==> config.mk <==
export PLATFORM = sky130hd
export DESIGN_NAME = tpc_queue
export DESIGN_NICKNAME = d
export VERILOG_FILES = /design/src/hdl/tpc_pkg.sv /design/src/hdl/tpc_queue.sv
export SDC_FILE = /design/constraint.sdc
export NUM_CORES = 1
export LEC_CHECK = 0
export BUFFER_PORTS_ARGS = -buffer_cell sky130_fd_sc_hd__buf_2
export CAP_MARGIN = 40
export CORE_AREA = 2 2 409 411
export CTS_BUF_LIST = sky130_fd_sc_hd__clkbuf_2 sky130_fd_sc_hd__clkbuf_4 sky130_fd_sc_hd__clkbuf_8
export DETAILED_ROUTE_END_ITERATION = 7
export DIE_AREA = 0 0 411 413
export RECOVER_POWER = 25
export SYNTH_ARGS = -nofsm -noshare
export SYNTH_HDL_FRONTEND = slang
export SYNTH_SLANG_ARGS = --single-unit
==> constraint.sdc <==
create_clock -name i_clk -period 17.4 [get_ports i_clk]
set_clock_uncertainty 0.15 [all_clocks]
set_input_delay 0.87 -clock i_clk [delete_from_list [all_inputs] [get_ports i_clk]]
set_output_delay 0.87 -clock i_clk [all_outputs]
set_load 0.02 [all_outputs]
==> src/hdl/tpc_pkg.sv <==
// tpc_pkg: types, widths and codes shared by the triangle plane clipper.
// Depends on nothing; every other file of the block refers to it.
package tpc_pkg;

    // default depth of the queue between front and back
    localparam int QUEUE_DEPTH = 2;

    // widths of the fixed-point datapath
    localparam int CRD_W     = 32;               // Q16.16 coordinate
    localparam int PROD_W    = 64;               // coordinate times normal
    localparam int DIST_W    = 67;               // signed distance, exact
    localparam int DMAG_W    = 66;               // magnitude of a nonnegative distance
    localparam int DEN_W     = 68;               // d(I) - d(O), always positive
    localparam int MAG_W     = 33;               // |O - I|
    localparam int CHUNK_W   = 22;               // distance bits per multiply step
    localparam int MUL_STEPS = DMAG_W / CHUNK_W;
    localparam int NUM_W     = DMAG_W + MAG_W;   // d(I) * |O - I|
    localparam int QUO_W     = MAG_W;            // quotient stays below |O - I|
    localparam int WORD_W    = 16;

    // register indexes of the configuration port
    localparam logic [2:0] CFG_POINT_X  = 3'd0;
    localparam logic [2:0] CFG_POINT_Y  = 3'd1;
    localparam logic [2:0] CFG_POINT_Z  = 3'd2;
    localparam logic [2:0] CFG_NORMAL_X = 3'd3;
    localparam logic [2:0] CFG_NORMAL_Y = 3'd4;
    localparam logic [2:0] CFG_NORMAL_Z = 3'd5;

    localparam logic signed [CRD_W-1:0] RST_POINT_Z  = 32'sd6554;
    localparam logic signed [CRD_W-1:0] RST_NORMAL_Z = 32'sd65536;

    typedef struct packed {
        logic signed [CRD_W-1:0]  in_a_x;
        logic signed [CRD_W-1:0]  in_a_y;
        logic signed [CRD_W-1:0]  in_a_z;
        logic signed [CRD_W-1:0]  in_b_x;
        logic signed [CRD_W-1:0]  in_b_y;
        logic signed [CRD_W-1:0]  in_b_z;
        logic signed [CRD_W-1:0]  in_c_x;
        logic signed [CRD_W-1:0]  in_c_y;
        logic signed [CRD_W-1:0]  in_c_z;
        logic        [WORD_W-1:0] in_colour;
        logic        [WORD_W-1:0] in_symbol;
    } t_tri_in;

    typedef struct packed {
        logic signed [CRD_W-1:0]  out_a_x;
        logic signed [CRD_W-1:0]  out_a_y;
        logic signed [CRD_W-1:0]  out_a_z;
        logic signed [CRD_W-1:0]  out_b_x;
        logic signed [CRD_W-1:0]  out_b_y;
        logic signed [CRD_W-1:0]  out_b_z;
        logic signed [CRD_W-1:0]  out_c_x;
        logic signed [CRD_W-1:0]  out_c_y;
        logic signed [CRD_W-1:0]  out_c_z;
        logic        [WORD_W-1:0] out_colour;
        logic        [WORD_W-1:0] out_symbol;
        logic                     last_of_run;
    } t_tri_out;

    // one classified triangle, front to back
    typedef struct packed {
        logic [2:0][2:0][CRD_W-1:0] vtx;    // [vertex][x,y,z]
        logic [2:0][DIST_W-1:0]     sdist;  // signed distance of each vertex
        logic [WORD_W-1:0]          colour;
        logic [WORD_W-1:0]          symbol;
    } t_qent;

    // operands of one cut coordinate
    typedef struct packed {
        logic [DIST_W-1:0] d_in;
        logic [DIST_W-1:0] d_out;
        logic [CRD_W-1:0]  v_in;
        logic [CRD_W-1:0]  v_out;
    } t_cut_req;

    typedef enum logic [1:0] {
        C_IDLE,
        C_MUL,
        C_DIV,
        C_DONE
    } t_cut_st;

    typedef enum logic [1:0] {
        B_IDLE,
        B_CUT,
        B_OUT1,
        B_OUT2
    } t_back_st;

endpackage

==> src/hdl/tpc_queue.sv <==
// tpc_queue: short register queue between the front and back halves.
// Depends on tpc_pkg for the entry type.
module tpc_queue #(
    parameter int DEPTH = tpc_pkg::QUEUE_DEPTH
) (
    input  logic           i_clk,
    input  logic           i_rst_n,
    input  logic           i_push_valid,
    output logic           o_push_ready,
    input  tpc_pkg::t_qent i_push_data,
    output logic           o_pop_valid,
    input  logic           i_pop_ready,
    output tpc_pkg::t_qent o_pop_data
);

    localparam int PTR_W = (DEPTH > 1) ? $clog2(DEPTH) : 1;
    localparam int CNT_W = $clog2(DEPTH + 1);

    tpc_pkg::t_qent   r_mem [DEPTH];
    logic [PTR_W-1:0] r_wr, r_rd;
    logic [CNT_W-1:0] r_cnt;
    logic             w_push, w_pop;

    assign o_push_ready = (r_cnt != CNT_W'(DEPTH));
    assign o_pop_valid  = (r_cnt != '0);
    assign o_pop_data   = r_mem[r_rd];
    assign w_push       = i_push_valid && o_push_ready;
    assign w_pop        = o_pop_valid && i_pop_ready;

    // pointers and fill count
    always_ff @(posedge i_clk) begin
        if (!i_rst_n) begin
            r_wr  <= '0;
            r_rd  <= '0;
            r_cnt <= '0;
        end else begin
            if (w_push) begin
                r_wr <= (r_wr == PTR_W'(DEPTH - 1)) ? '0 : r_wr + 1'b1;
            end
            if (w_pop) begin
                r_rd <= (r_rd == PTR_W'(DEPTH - 1)) ? '0 : r_rd + 1'b1;
            end
            if (w_push && !w_pop) begin
                r_cnt <= r_cnt + 1'b1;
            end else if (w_pop && !w_push) begin
                r_cnt <= r_cnt - 1'b1;
            end
        end
    end

    // storage
    always_ff @(posedge i_clk) begin
        if (w_push) begin
            r_mem[r_wr] <= i_push_data;
        end
    end

endmodule

==> results of run 1 <==
critical path: stages, from the launching register on:
cell and delay (ns):
dfxtp_4 0.59, buf_12 0.28, buf_4 0.67, buf_4 0.46, buf_16 0.30, buf_4 0.56, buf_4 0.72, mux2_2 0.43
buf_2 0.17
path summary, 6_finish.rpt:
path / from / endpoint / slack (ns) / cells after the start
worst min register to register: r_cnt[1] / r_cnt[1] / 0.38 / 2
worst min-delay path: i_push_valid / r_wr / 0.21 / 3
worst max register to register: r_cnt[0] / r_mem[1][252] / 13.28 / 7
worst max-delay path: register / o_pop_data[243] / 11.08 / 8
cell families after synthesis:
group,count (synthesis),synth area share (%)
adders and majority gates,1,0.0329
AOI/OAI and AO/OA,5,0.0920
and+or+nand+nor,9,0.151
buffers and inverters,59,1.73
DFF,1047,82.5
xor gates and xnor gates,3,0.0691
muxes,521,15.4
area by class of cell:
| cell class | count | area (um^2) | share of cell area, % |
|---|---|---|---|
| Antenna cell | 34 | 85.1 | 0.157 |
| Clock buffer | 238 | 2880 | 5.31 |
| Timing Repair Buffer | 1602 | 10700 | 19.7 |
| Tap cell | 2204 | 2760 | 5.08 |
| Sequential cell | 1047 | 31400 | 57.8 |
| Clock inverter | 71 | 498 | 0.917 |
| Inverter | 1 | 11.3 | 0.0207 |
| Multi-Input combinational cell | 539 | 6000 | 11.1 |
layer usage:
metal,part of all wire (%),wire [um]
met5,0.17,196
met4,4.6,5470
met3,9.0,10700
met2,49,57800
met1,37,44300
cell usage in the layout (no fill, tap or decap):
cell type	count
edfxtp_1	1042
buf_2	822
dlygate4sd3_1	522
mux2_2	521
clkbuf_1	215
clkbuf_8	175
clkbuf_4	63
clkinv_1	45
diode_2	34
buf_4	19
clkbuf_2	9
buf_16	9
clkinv_2	7
buf_12	5
and2_1	4
clkinvlp_4	4
bufinv_16	4
dfxtp_1	4
inv_12	3
inv_6	3
clkinv_8	3
xnor2_1	2
inv_8	2
a21boi_0	2
nand2b_1	1
or2_2	1
o21ai_1	1
and3_4	1
nand3b_1	1
a21bo_2	1
xor2_1	1
o21ai_0	1
or3_1	1
ha_1	1
dfxtp_4	1
clkinv_4	1
buf_1	1
synthesized netlist by cell type:
cell type / count / area (um^2)
o21ai_1: 1 / 5.00
a21bo_2: 1 / 10.0
dfxtp_1: 5 / 100
or3_1: 1 / 6.26
or2_2: 1 / 6.26
ha_1: 1 / 12.5
edfxtp_1: 1042 / 31300
o21ai_0: 1 / 5.00
nand2b_1: 1 / 6.26
inv_1: 1 / 3.75
buf_2: 3 / 15.0
xnor2_1: 2 / 17.5
nand3b_1: 1 / 7.51
buf_6: 47 / 529
a21boi_0: 2 / 15.0
and3_1: 1 / 6.26
xor2_1: 1 / 8.76
clkbuf_8: 8 / 110
and2_1: 4 / 25.0
mux2_2: 521 / 5870
through the flow:
step                setup slack, ns  std cells
floorplan                      3.57       1645
global placement              11.68       4859
detailed placement            11.97       4871
CTS                           10.86       5702
global route                  10.73       5724
finish                        11.08       5736
registers in the layout, indices dropped and copies added, names as in the netlist, named ones only:
signal and cells:
r_cnt 2, r_mem 1042, r_wr 1, r_rd 1
report_power, final:
group / total (mW) / switching, mW / internal [mW]
Clock: 2.13 / 0.995 / 1.14
Sequential: 3.23 / 0.0791 / 3.15
Combinational: 2.16 / 1.34 / 0.817
Total: 7.52 / 2.42 / 5.10
==> reports/metrics.csv, run 1 <==
stage;metric;value;unit
clock_network;CTS tree;built;
synth;syn_nets;2171;
worst_setup_path;Max FO, Critical Path;61;
worst_setup_path;Crit Path Class;reg2out;
detailed_routing;Routed Antenna Nets;0;
detailed_routing;DRT Pass-1 Iters;5;
place;number of I/O port buffers;1047;
worst_setup_path;CP Capture Type;output port;
detailed_routing;DRT iter0 DRCs;1328;
power;Leakage;19.5;nW
clock_network;post-CTS setup buffer count;0;
detailed_routing;Residual DRC;0;
global_routing;vias in the first global route;23900;
global_routing;largest net degree at the start of global routing;134;
timing;Max-Slew Margin vs Limit;37.4;%
synth;Post-Syn Area;38000;um^2
timing;Final Setup Violations;0;
detailed_routing;final wirelength;118;mm
timing;Max Clock Freq;0.158;GHz
clock_network;clock latency at the later pin of the worst-skew pair;0.90;ns
global_routing;Congestion Overflow GR;0;
final_layout;share of layout cells above drive strength 1;47.3;%
timing;Pins Over Slew Limit;0;
timing;Hold Violations, Final;0;
synth;synthesized flop and latch total;1047;
global_routing;global-route wire length before repair;160;mm
worst_setup_path;Req. time, crit path;16.38;ns
global_routing;GRT busiest layer;met2;
final_layout;fillers;16200;
final_layout;Util after Layout;32.7;%
detailed_routing;Vias;22700;
synth;Yosys warnings;0;
floorplanning;core area;166000;um^2
global_routing;met1 Use GR;14.5;%
floorplanning;Die Footprint;170000;um^2
timing;Period minus WS final;6.32;ns
timing;final period utilization;36.3;%
clock_network;H-tree Lvls;4;
final_layout;nets@finish;3891;
place;GP Congestion;0.869;
worst_setup_path;WP data arrival;5.30;ns
timing;setup TNS;0;ns
global_routing;overall routing resource usage;13.2;%
clock_network;PostCTS Resize Cnt;0;
timing;RSZ-0062 raised after global routing;false;
timing;Min Hold Slack;0.212;ns
final_layout;Design Area, Final;54300;um^2
timing;Worst Max-Slew Pin Slew;0.939;ns
clock_network;clock tree buffer depth;3;
global_routing;met2 usage;21.7;%
synth;Syn Inst Count;1645;
place;Post-DP HPWL;85.2;mm
floorplanning;Initial Util;22.9;%
min_path;HP Class;in2reg;
floorplanning;die boundary width;411;um
final_layout;Area growth syn-to-layout;42.8;%
clock_network;clock-pin slew on the worst setup and hold paths;0.06;ns
clock_network;CTS Buf Count;174;
power;Max IR drop VDD;0.0812;mV
synth;Distinct cells, synth;20;
clock_network;CTS root buf;clkbuf_8;
job;max-cap violation count;0;
floorplanning;row cnt;150;
power;Pwr Density;138;nW/um^2
synth;register area share after synthesis;82.5;%
detailed_routing;Routed WL per cell;20.6;um
global_routing;met3 usage;5.48;%
status;status;complete, no violations;
global_routing;initial antenna violation count;61;
clock_network;clock net sink count;1047;
place;placed cell areas;45900;um^2
worst_setup_path;CP startpoint kind;register;
clock_network;CTS Hold Buffers Added;522;
floorplanning;die height;413;um
detailed_routing;vias per std cell;3.95;
power;overall power;7.52;mW
synth;Post-Syn Area per Cell;23.1;um^2
floorplanning;# IOs;1048;
Note: power is estimated with default switching activity, not from simulation.
==> run 2: changes to the inputs <==
ABC_AREA = 1   (was unset)
clock period = 5.6 ns   (was 17.4 ns; I/O delays follow)
==> reports/metrics.csv, run 2 <==
stage;metric;value;unit;change
status;status;did not finish;;was complete, no violations
status;Stopped at;clock tree synthesis (4_1_cts);;
status;Run Error;[ERROR RSZ-0060] Max buffer count reached.;;
synth;register area share after synthesis;82.5;%;about the same
clock_network;clock tree buffer depth;3;;unchanged
clock_network;H-tree Lvls;4;;unchanged
synth;post-synth top area share;82.2;%;about the same
synth;Distinct cells, synth;15;;was 20
synth;Syn Inst Count;1658;;was 1645
synth;Synth area leaders;edfxtp_1 (82%), mux2_2 (15%), buf_6 (1.4%);;unchanged
clock_network;clock net sink count;1047;;unchanged
floorplanning;die height;413;um;unchanged
clock_network;PostCTS Resize Cnt;0;;unchanged
clock_network;CTS root buf;clkbuf_8;;unchanged
synth;Post-synth top cells;edfxtp_1 (1042), mux2_2 (521), buf_6 (47);;unchanged
synth;FFs w/ async S/R, synth;0;%;unchanged
synth;Post-Syn Area per Cell;23.0;um^2;was 23.1 um^2
clock_network;post-CTS setup buffer count;0;;unchanged
synth;syn_nets;2184;;was 2171
place;GP Congestion;0.885;;was 0.869
synth;ys flop type;edfxtp_1;;unchanged
synth;Post-synth EDFFs;1042;;unchanged
place;worst slack, placed;3.02;ns;was 11.97 ns
synth;synthesized flop and latch total;1047;;unchanged
floorplanning;# IOs;1048;;unchanged
synth;Post-Syn Area;38100;um^2;was 38000 um^2
place;Post-DP HPWL;86.2;mm;was 85.2 mm
synth;Yosys warnings;0;;unchanged
synth;area leader, netlist;edfxtp_1;;unchanged
synth;top-count cell post-synth;edfxtp_1;;unchanged
floorplanning;row cnt;150;;unchanged
floorplanning;die boundary width;411;um;unchanged
floorplanning;Initial Util;22.9;%;about the same
place;number of I/O port buffers;1047;;unchanged
clock_network;CTS Hold Buffers Added;1043;;was 522
clock_network;CTS Buf Count;174;;unchanged
[run 2: cell families after synthesis]
| family | Yosys count | share of synthesized area [%] |
|---|---|---|
| flip-flops | 1047 | 82.5 |
| buffers and inverters | 66 | 1.80 |
| AND/OR/NAND/NOR | 19 | 0.197 |
| multiplexers | 521 | 15.4 |
| AO/OA/AOI/OAI | 4 | 0.0592 |
| adder cells (fa/ha/maj) | 1 | 0.0329 |
[run 2: metrics by stage]
stage	std cells	instance area (um^2)	util, %	hold WS [ns]	TNS [ns]
3_5_place_dp	4904	46000	27.7	0.321	0
3_3_place_gp	4901	45900	27.7	0.317	0
2_1_floorplan	1658	38100	-	0.229	-3353.85
==> run 3: changes to the inputs <==
CORE_AREA = unset   (was 2 2 409 411)
CORE_MARGIN = 2   (was unset)
CORE_UTILIZATION = 20   (was unset)
CTS_BUF_LIST = unset   (was sky130_fd_sc_hd__clkbuf_2 sky130_fd_sc_hd__clkbuf_4 sky130_fd_sc_hd__clkbuf_8)
DIE_AREA = unset   (was 0 0 411 413)
PLACE_DENSITY_LB_ADDON = 0.15   (was unset)
clock period = 7.3 ns   (was 5.6 ns; I/O delays follow)
==> reports/metrics.csv, run 3 <==
stage;metric;value;unit;change
status;status;complete, no violations;;was did not finish
worst_setup_path;Req. time, crit path;6.78;ns;
synth;synthesized flop and latch total;1047;;unchanged
power;Leakage;19.5;nW;
job;max-cap violation count;0;;
worst_setup_path;Crit path top cell by count;buf_12;;
place;placed cell areas;46200;um^2;was 46000 um^2
final_layout;most common cell after layout, fill and taps aside;edfxtp_1;;
place;Post-DP HPWL;82.7;mm;was 86.2 mm
detailed_routing;Routed WL per cell;19.9;um;
timing;Pins Over Slew Limit;0;;
clock_network;clock tree buffer depth;3;;unchanged
clock_network;clock-pin slew on the worst setup and hold paths;0.06;ns;
global_routing;Congestion Overflow GR;0;;
worst_setup_path;Crit Path Class;reg2out;;
detailed_routing;Residual DRC;0;;
global_routing;vias in the first global route;22900;;
detailed_routing;final wirelength;118;mm;
synth;area leader, netlist;edfxtp_1;;unchanged
synth;Post-synth EDFFs;1042;;unchanged
synth;Post-Syn Area per Cell;23.0;um^2;unchanged
timing;final period utilization;52.3;%;
worst_setup_path;Max FO, Critical Path;85;;
timing;Max Clock Freq;0.262;GHz;
floorplanning;Initial Util;20.1;%;was 22.9%
min_path;HP Class;in2reg;;
worst_setup_path;CP startpoint kind;register;;
synth;top-count cell post-synth;edfxtp_1;;unchanged
detailed_routing;DRT iter0 DRCs;924;;
worst_setup_path;CP cell instances;buf_12 > buf_12 > mux2_2 > buf_2;;
synth;Syn Inst Count;1658;;unchanged
final_layout;most flop-heavy register;r_mem;;
global_routing;initial antenna violation count;6;;
floorplanning;# IOs;1048;;unchanged
final_layout;commonest non-fill, non-tap cells in the layout;edfxtp_1 (1042), buf_2 (811), dlygate4sd3_1 (524);;
global_routing;largest net degree at the start of global routing;139;;
detailed_routing;Vias;21600;;
synth;Distinct cells, synth;15;;unchanged
place;number of I/O port buffers;1047;;unchanged
place;GP Congestion;0.781;;was 0.885
synth;Post-synth top cells;edfxtp_1 (1042), mux2_2 (521), buf_6 (47);;unchanged
power;Max IR drop VDD;0.192;mV;
clock_network;clock latency at the later pin of the worst-skew pair;0.74;ns;
synth;ys flop type;edfxtp_1;;unchanged
timing;setup TNS;0;ns;
final_layout;max reg flops;1042;;
timing;Period minus WS final;3.81;ns;
final_layout;share of layout cells above drive strength 1;44.8;%;
timing;Worst Max-Slew Pin Slew;1.20;ns;
detailed_routing;DRT Pass-1 Iters;6;;
floorplanning;die height;440;um;was 413 um
final_layout;nets@finish;3850;;
floorplanning;core area;190000;um^2;
timing;RSZ-0062 raised after global routing;false;;
worst_setup_path;CP Capture Type;output port;;
power;Pwr Density;333;nW/um^2;
global_routing;overall routing resource usage;11.6;%;
synth;syn_nets;2184;;unchanged
clock_network;CTS root buf;clkbuf_16;;was clkbuf_8
synth;Post-Syn Area;38100;um^2;unchanged
final_layout;Util after Layout;29.0;%;
synth;post-synth top area share;82.2;%;unchanged
clock_network;H-tree Lvls;3;;was 4
detailed_routing;Routed Antenna Nets;0;;
final_layout;Design Area, Final;54900;um^2;
worst_setup_path;CP max-delay cell;dfxtp_4;;
clock_network;CTS tree;built;;
clock_network;PostCTS Resize Cnt;0;;unchanged
floorplanning;row cnt;160;;was 150
worst_setup_path;critical path's top delay family;buffers and inverters;;
timing;Final Setup Violations;0;;
synth;register area share after synthesis;82.5;%;unchanged
clock_network;post-CTS setup buffer count;0;;unchanged
worst_setup_path;worst stage delay on the critical path;0.78;ns;
final_layout;Area growth syn-to-layout;44.2;%;
synth;FFs w/ async S/R, synth;0;%;unchanged
clock_network;clock net sink count;1047;;unchanged
timing;Min Hold Slack;0.187;ns;
timing;Hold Violations, Final;0;;
clock_network;CTS Hold Buffers Added;524;;was 1043
power;overall power;18.2;mW;
worst_setup_path;Crit path buffers/inverters;3;;
global_routing;global-route wire length before repair;163;mm;
detailed_routing;vias per std cell;3.63;;
timing;Max-Slew Margin vs Limit;20.0;%;
final_layout;Largest regs;r_mem: 1042 flops, r_cnt: 2 flops;;
synth;Yosys warnings;0;;unchanged
floorplanning;die boundary width;440;um;was 411 um
synth;Synth area leaders;edfxtp_1 (82%), mux2_2 (15%), buf_6 (1.4%);;unchanged
floorplanning;Die Footprint;194000;um^2;
clock_network;CTS Buf Count;120;;was 174
worst_setup_path;WP data arrival;3.30;ns;
-- run 3: cell counts after synthesis --
No cell type changed its count.
-- run 3: per-layer routing --
| layer | routed length (um) | GRT usage (%) |
|---|---|---|
| met4 | 4430 | 5.14 |
| met1 | 45300 | 12.9 |
| met5 | 16 | 0 |
| met2 | 60200 | 20.3 |
| met3 | 8230 | 3.60 |
-- run 3: area by class of cell --
class / instances / area [um^2]
clock inverter: 78 / 553
tap: 2511 / 3140
clock buffer: 146 / 3120
fill: 19200 / 135000
timing repair buffer: 1602 / 10600
inverter: 8 / 30.0
sequential: 1047 / 31400
antenna: 4 / 10.0
multi-input combinational: 545 / 6010
-- run 3: final timing paths --
path                                 startpoint              end  slack, ns  depth (start not counted)
worst max-delay path                   register  o_pop_data[313]       3.49                          4
worst max register to register         r_cnt[0]      r_mem[0][4]       4.64                          6
worst min-delay path            i_push_data[20]     r_mem[1][20]       0.19                          2
worst min register to register             r_rd         register       0.34                          2
-- run 3: power by group --
group | internal (mW) | leakage [nW] | switching [mW] | total, mW
Clock | 3.23 | 1.80 | 2.45 | 5.68
Combinational | 1.75 | 7.92 | 3.04 | 4.79
Sequential | 7.61 | 9.76 | 0.175 | 7.78
Total | 12.6 | 19.5 | 5.67 | 18.2
-- run 3: per-stage QoR --
stage / cells / worst slack, ns
2_1_floorplan: 1658 / -1.52
3_3_place_gp: 5186 / 4.03
3_5_place_dp: 5189 / 4.19
4_1_cts: 5937 / 3.27
5_1_grt: 5937 / 3.23
6_report: 5941 / 3.49
-- run 3: cells by family (layout without fill, tap and decap cells) --
family                   after synthesis  in the layout  share of synthesized area (%)
other                                  0              4                              0
multiplexers                         521            521                           15.4
AO/OA/AOI/OAI                          4              4                         0.0592
adder cells (fa/ha/maj)                1              1                         0.0329
flip-flops                          1047           1047                           82.5
AND/OR/NAND/NOR                       19             19                          0.197
buffers and inverters                 66           1834                           1.80
-- run 3: worst reg2reg max path, cell delays in order, from the launching register on --
cell and delay (ns):
dfxtp_2 0.34, inv_2 0.06, nand2_4 0.08, nand2_4 0.08
nor2_4 0.41, buf_4 0.55, buf_4 0.61
==> run 4: changes to the inputs <==
ABC_AREA = 0   (was 1)
clock period = 3.7 ns   (was 7.3 ns; I/O delays follow)
==> reports/metrics.csv, run 4 (synthesis results as in run 1) <==
stage;metric;value;unit;change
status;status;complete, no violations;;unchanged
detailed_routing;Routed Antenna Nets;0;;unchanged
clock_network;H-tree Lvls;3;;unchanged
worst_setup_path;CP max-delay cell;dfxtp_4;;unchanged
timing;Hold Violations, Final;0;;unchanged
detailed_routing;Residual DRC;0;;unchanged
detailed_routing;Vias;23700;;was 21600
detailed_routing;Max Used Layer;met5;;unchanged
power;Leakage;22.0;nW;was 19.5 nW
job;max-cap violation count;0;;unchanged
timing;Max-Slew Margin vs Limit;42.6;%;was 20.0%
worst_setup_path;CP Capture Type;output port;;unchanged
power;clock power share;30.6;%;was 31.1%
detailed_routing;DRT Pass-1 Iters;4;;was 6
clock_network;CTS root buf;clkbuf_16;;unchanged
global_routing;largest net degree at the start of global routing;115;;was 139
worst_setup_path;Req. time, crit path;3.37;ns;was 6.78 ns
worst_setup_path;Crit Path Class;reg2out;;unchanged
floorplanning;die boundary width;440;um;about the same
final_layout;Largest regs;r_mem: 1042 flops, r_cnt: 2 flops;;unchanged
worst_setup_path;Crit path top cell by count;buf_12;;unchanged
clock_network;clock latency at the later pin of the worst-skew pair;0.75;ns;was 0.74 ns
worst_setup_path;critical path's top delay family;buffers and inverters;;unchanged
final_layout;Area growth syn-to-layout;57.9;%;was 44.2%
floorplanning;Initial Util;20.1;%;about the same
worst_setup_path;CP startpoint kind;register;;unchanged
global_routing;Congestion Overflow GR;0;;unchanged
worst_setup_path;CP cell instances;buf_12 > buf_12 > mux2_2 > buf_2;;unchanged
worst_setup_path;worst stage delay on the critical path;0.54;ns;was 0.78 ns
clock_network;CTS Buf Count;121;;was 120
final_layout;max reg flops;1042;;unchanged
floorplanning;die height;440;um;about the same
power;Pwr Density;622;nW/um^2;was 333 nW/um^2
clock_network;clock tree buffer depth;3;;unchanged
floorplanning;# IOs;1048;;unchanged
detailed_routing;Met2 Wirelength;64.9;mm;was 60.2 mm
power;Switching Share;31.2;%;was 31.1%
global_routing;overall routing resource usage;12.3;%;was 11.6%
worst_setup_path;Crit path buffers/inverters;3;;unchanged
timing;Final Setup Violations;0;;unchanged
final_layout;fillers;19000;;was 19200
timing;RSZ-0062 raised after global routing;false;;unchanged
timing;setup TNS;0;ns;unchanged
timing;final period utilization;77.2;%;
power;net switching power;11.7;mW;was 5.67 mW
power;internal cell power;25.7;mW;was 12.6 mW
detailed_routing;Routed WL per cell;19.4;um;was 19.9 um
floorplanning;Die Footprint;194000;um^2;about the same
worst_setup_path;Max FO, Critical Path;62;;was 85
global_routing;global-route wire length before repair;173;mm;was 163 mm
final_layout;commonest non-fill, non-tap cells in the layout;edfxtp_1 (1042), buf_2 (1004), dlygate4sd3_1 (997);;was edfxtp_1 (1042), buf_2 (811), dlygate4sd3_1 (524)
power;Sequential Power Share;40.5;%;was 42.6%
place;placed cell areas;46400;um^2;was 46200 um^2
detailed_routing;final wirelength;125;mm;was 118 mm
place;GP Congestion;0.782;;was 0.781
floorplanning;core area;190000;um^2;unchanged
place;number of I/O port buffers;1047;;unchanged
detailed_routing;met3 routed WL;8.42;mm;was 8.23 mm
worst_setup_path;WP data arrival;2.52;ns;was 3.30 ns
min_path;HP Class;in2reg;;unchanged
final_layout;share of layout cells above drive strength 1;44.4;%;was 44.8%
detailed_routing;DRT iter0 DRCs;913;;was 924
power;Comb power frac;29.0;%;was 26.2%
final_layout;Design Area, Final;60100;um^2;was 54900 um^2
final_layout;most flop-heavy register;r_mem;;unchanged
final_layout;nets@finish;4324;;was 3850
timing;Max Clock Freq;0.350;GHz;
clock_network;CTS tree;built;;unchanged
global_routing;initial antenna violation count;16;;was 6
global_routing;vias in the first global route;25200;;was 22900
power;Max IR drop VDD;0.399;mV;was 0.192 mV
clock_network;clock net sink count;1047;;unchanged
detailed_routing;vias per std cell;3.69;;was 3.63
floorplanning;row cnt;160;;unchanged
timing;Worst Max-Slew Pin Slew;0.861;ns;was 1.20 ns
final_layout;most common cell after layout, fill and taps aside;edfxtp_1;;unchanged
timing;Period minus WS final;2.86;ns;
place;Post-DP HPWL;87.1;mm;was 82.7 mm
clock_network;clock-pin slew on the worst setup and hold paths;0.05;ns;was 0.06 ns
timing;Pins Over Slew Limit;0;;unchanged
detailed_routing;met1 wire length;46.4;mm;was 45.3 mm
run 4: layout make-up:
| type | instances | area (um^2) | share of cell area, % |
|---|---|---|---|
| clock buffer | 165 | 3280 | 5.46 |
| antenna | 8 | 20.0 | 0.0333 |
| multi-input combinational | 539 | 6010 | 10.0 |
| sequential | 1047 | 31400 | 52.3 |
| clock inverter | 62 | 472 | 0.785 |
| timing repair buffer | 2088 | 15700 | 26.2 |
| tap | 2511 | 3140 | 5.23 |
| inverter | 1 | 7.51 | 0.0125 |
run 4: path summary, 6_finish.rpt:
path | from | to | slack, ns | cells past startpoint
setup reg to reg | r_cnt[0] | r_mem[0][51] | 1.44 | 4
setup / recovery | register | o_pop_data[77] | 0.84 | 4
hold / removal | i_push_data[245] | r_mem[1][245] | 0.07 | 2
hold reg to reg | r_cnt[1] | r_cnt[1] | 0.41 | 2
run 4: timing repair:
item	CTS	global route
buffers inserted	0	0
hold endpoints to repair	1058	0
resized for setup	0	0
hold buffers	997	0
run 4: per-stage QoR:
stage | setup slack [ns] | cells | utilization [%] | hold slack, ns | power [mW]
finish | 0.844 | 6421 | 31.7 | 0.0741 | 37.3
CTS | 0.660 | 6413 | 31.7 | 0.000179 | 38.2
global route | 0.656 | 6419 | 31.7 | 0.0299 | 39.1
detailed placement | 1.40 | 5189 | 24.5 | 0.226 | 25.6
floorplan | -5.32 | 1645 | - | 0.134 | 22.1
global placement | 1.42 | 5189 | 24.5 | 0.224 | 25.6
run 4: routing by layer:
| metal | global-route usage [%] | vias up |
|---|---|---|
| met3 | 3.71 | 232 |
| met2 | 22.1 | 657 |
| met4 | 5.46 | 8 |
| met1 | 13.2 | 11800 |
| li1 | - | 11000 |
| met5 | 0 | - |
run 4: power by group through the flow:
stage | Clock (mW) | Combinational (mW) | Sequential, mW
CTS | 11.9 | 11.1 | 15.1
finish | 11.4 | 10.8 | 15.1
floorplan | 0 | 6.35 | 15.8
global route | 12.4 | 11.5 | 15.2
global placement | 0 | 10.2 | 15.4
detailed placement | 0 | 10.2 | 15.4
run 4: worst register-to-register path, delay by kind of cell, from the launching register on:
kind | cells | cell delay, ns
flip-flops | 1 | 0.37
AND/OR/NAND/NOR | 2 | 0.29
buffers and inverters | 2 | 0.81
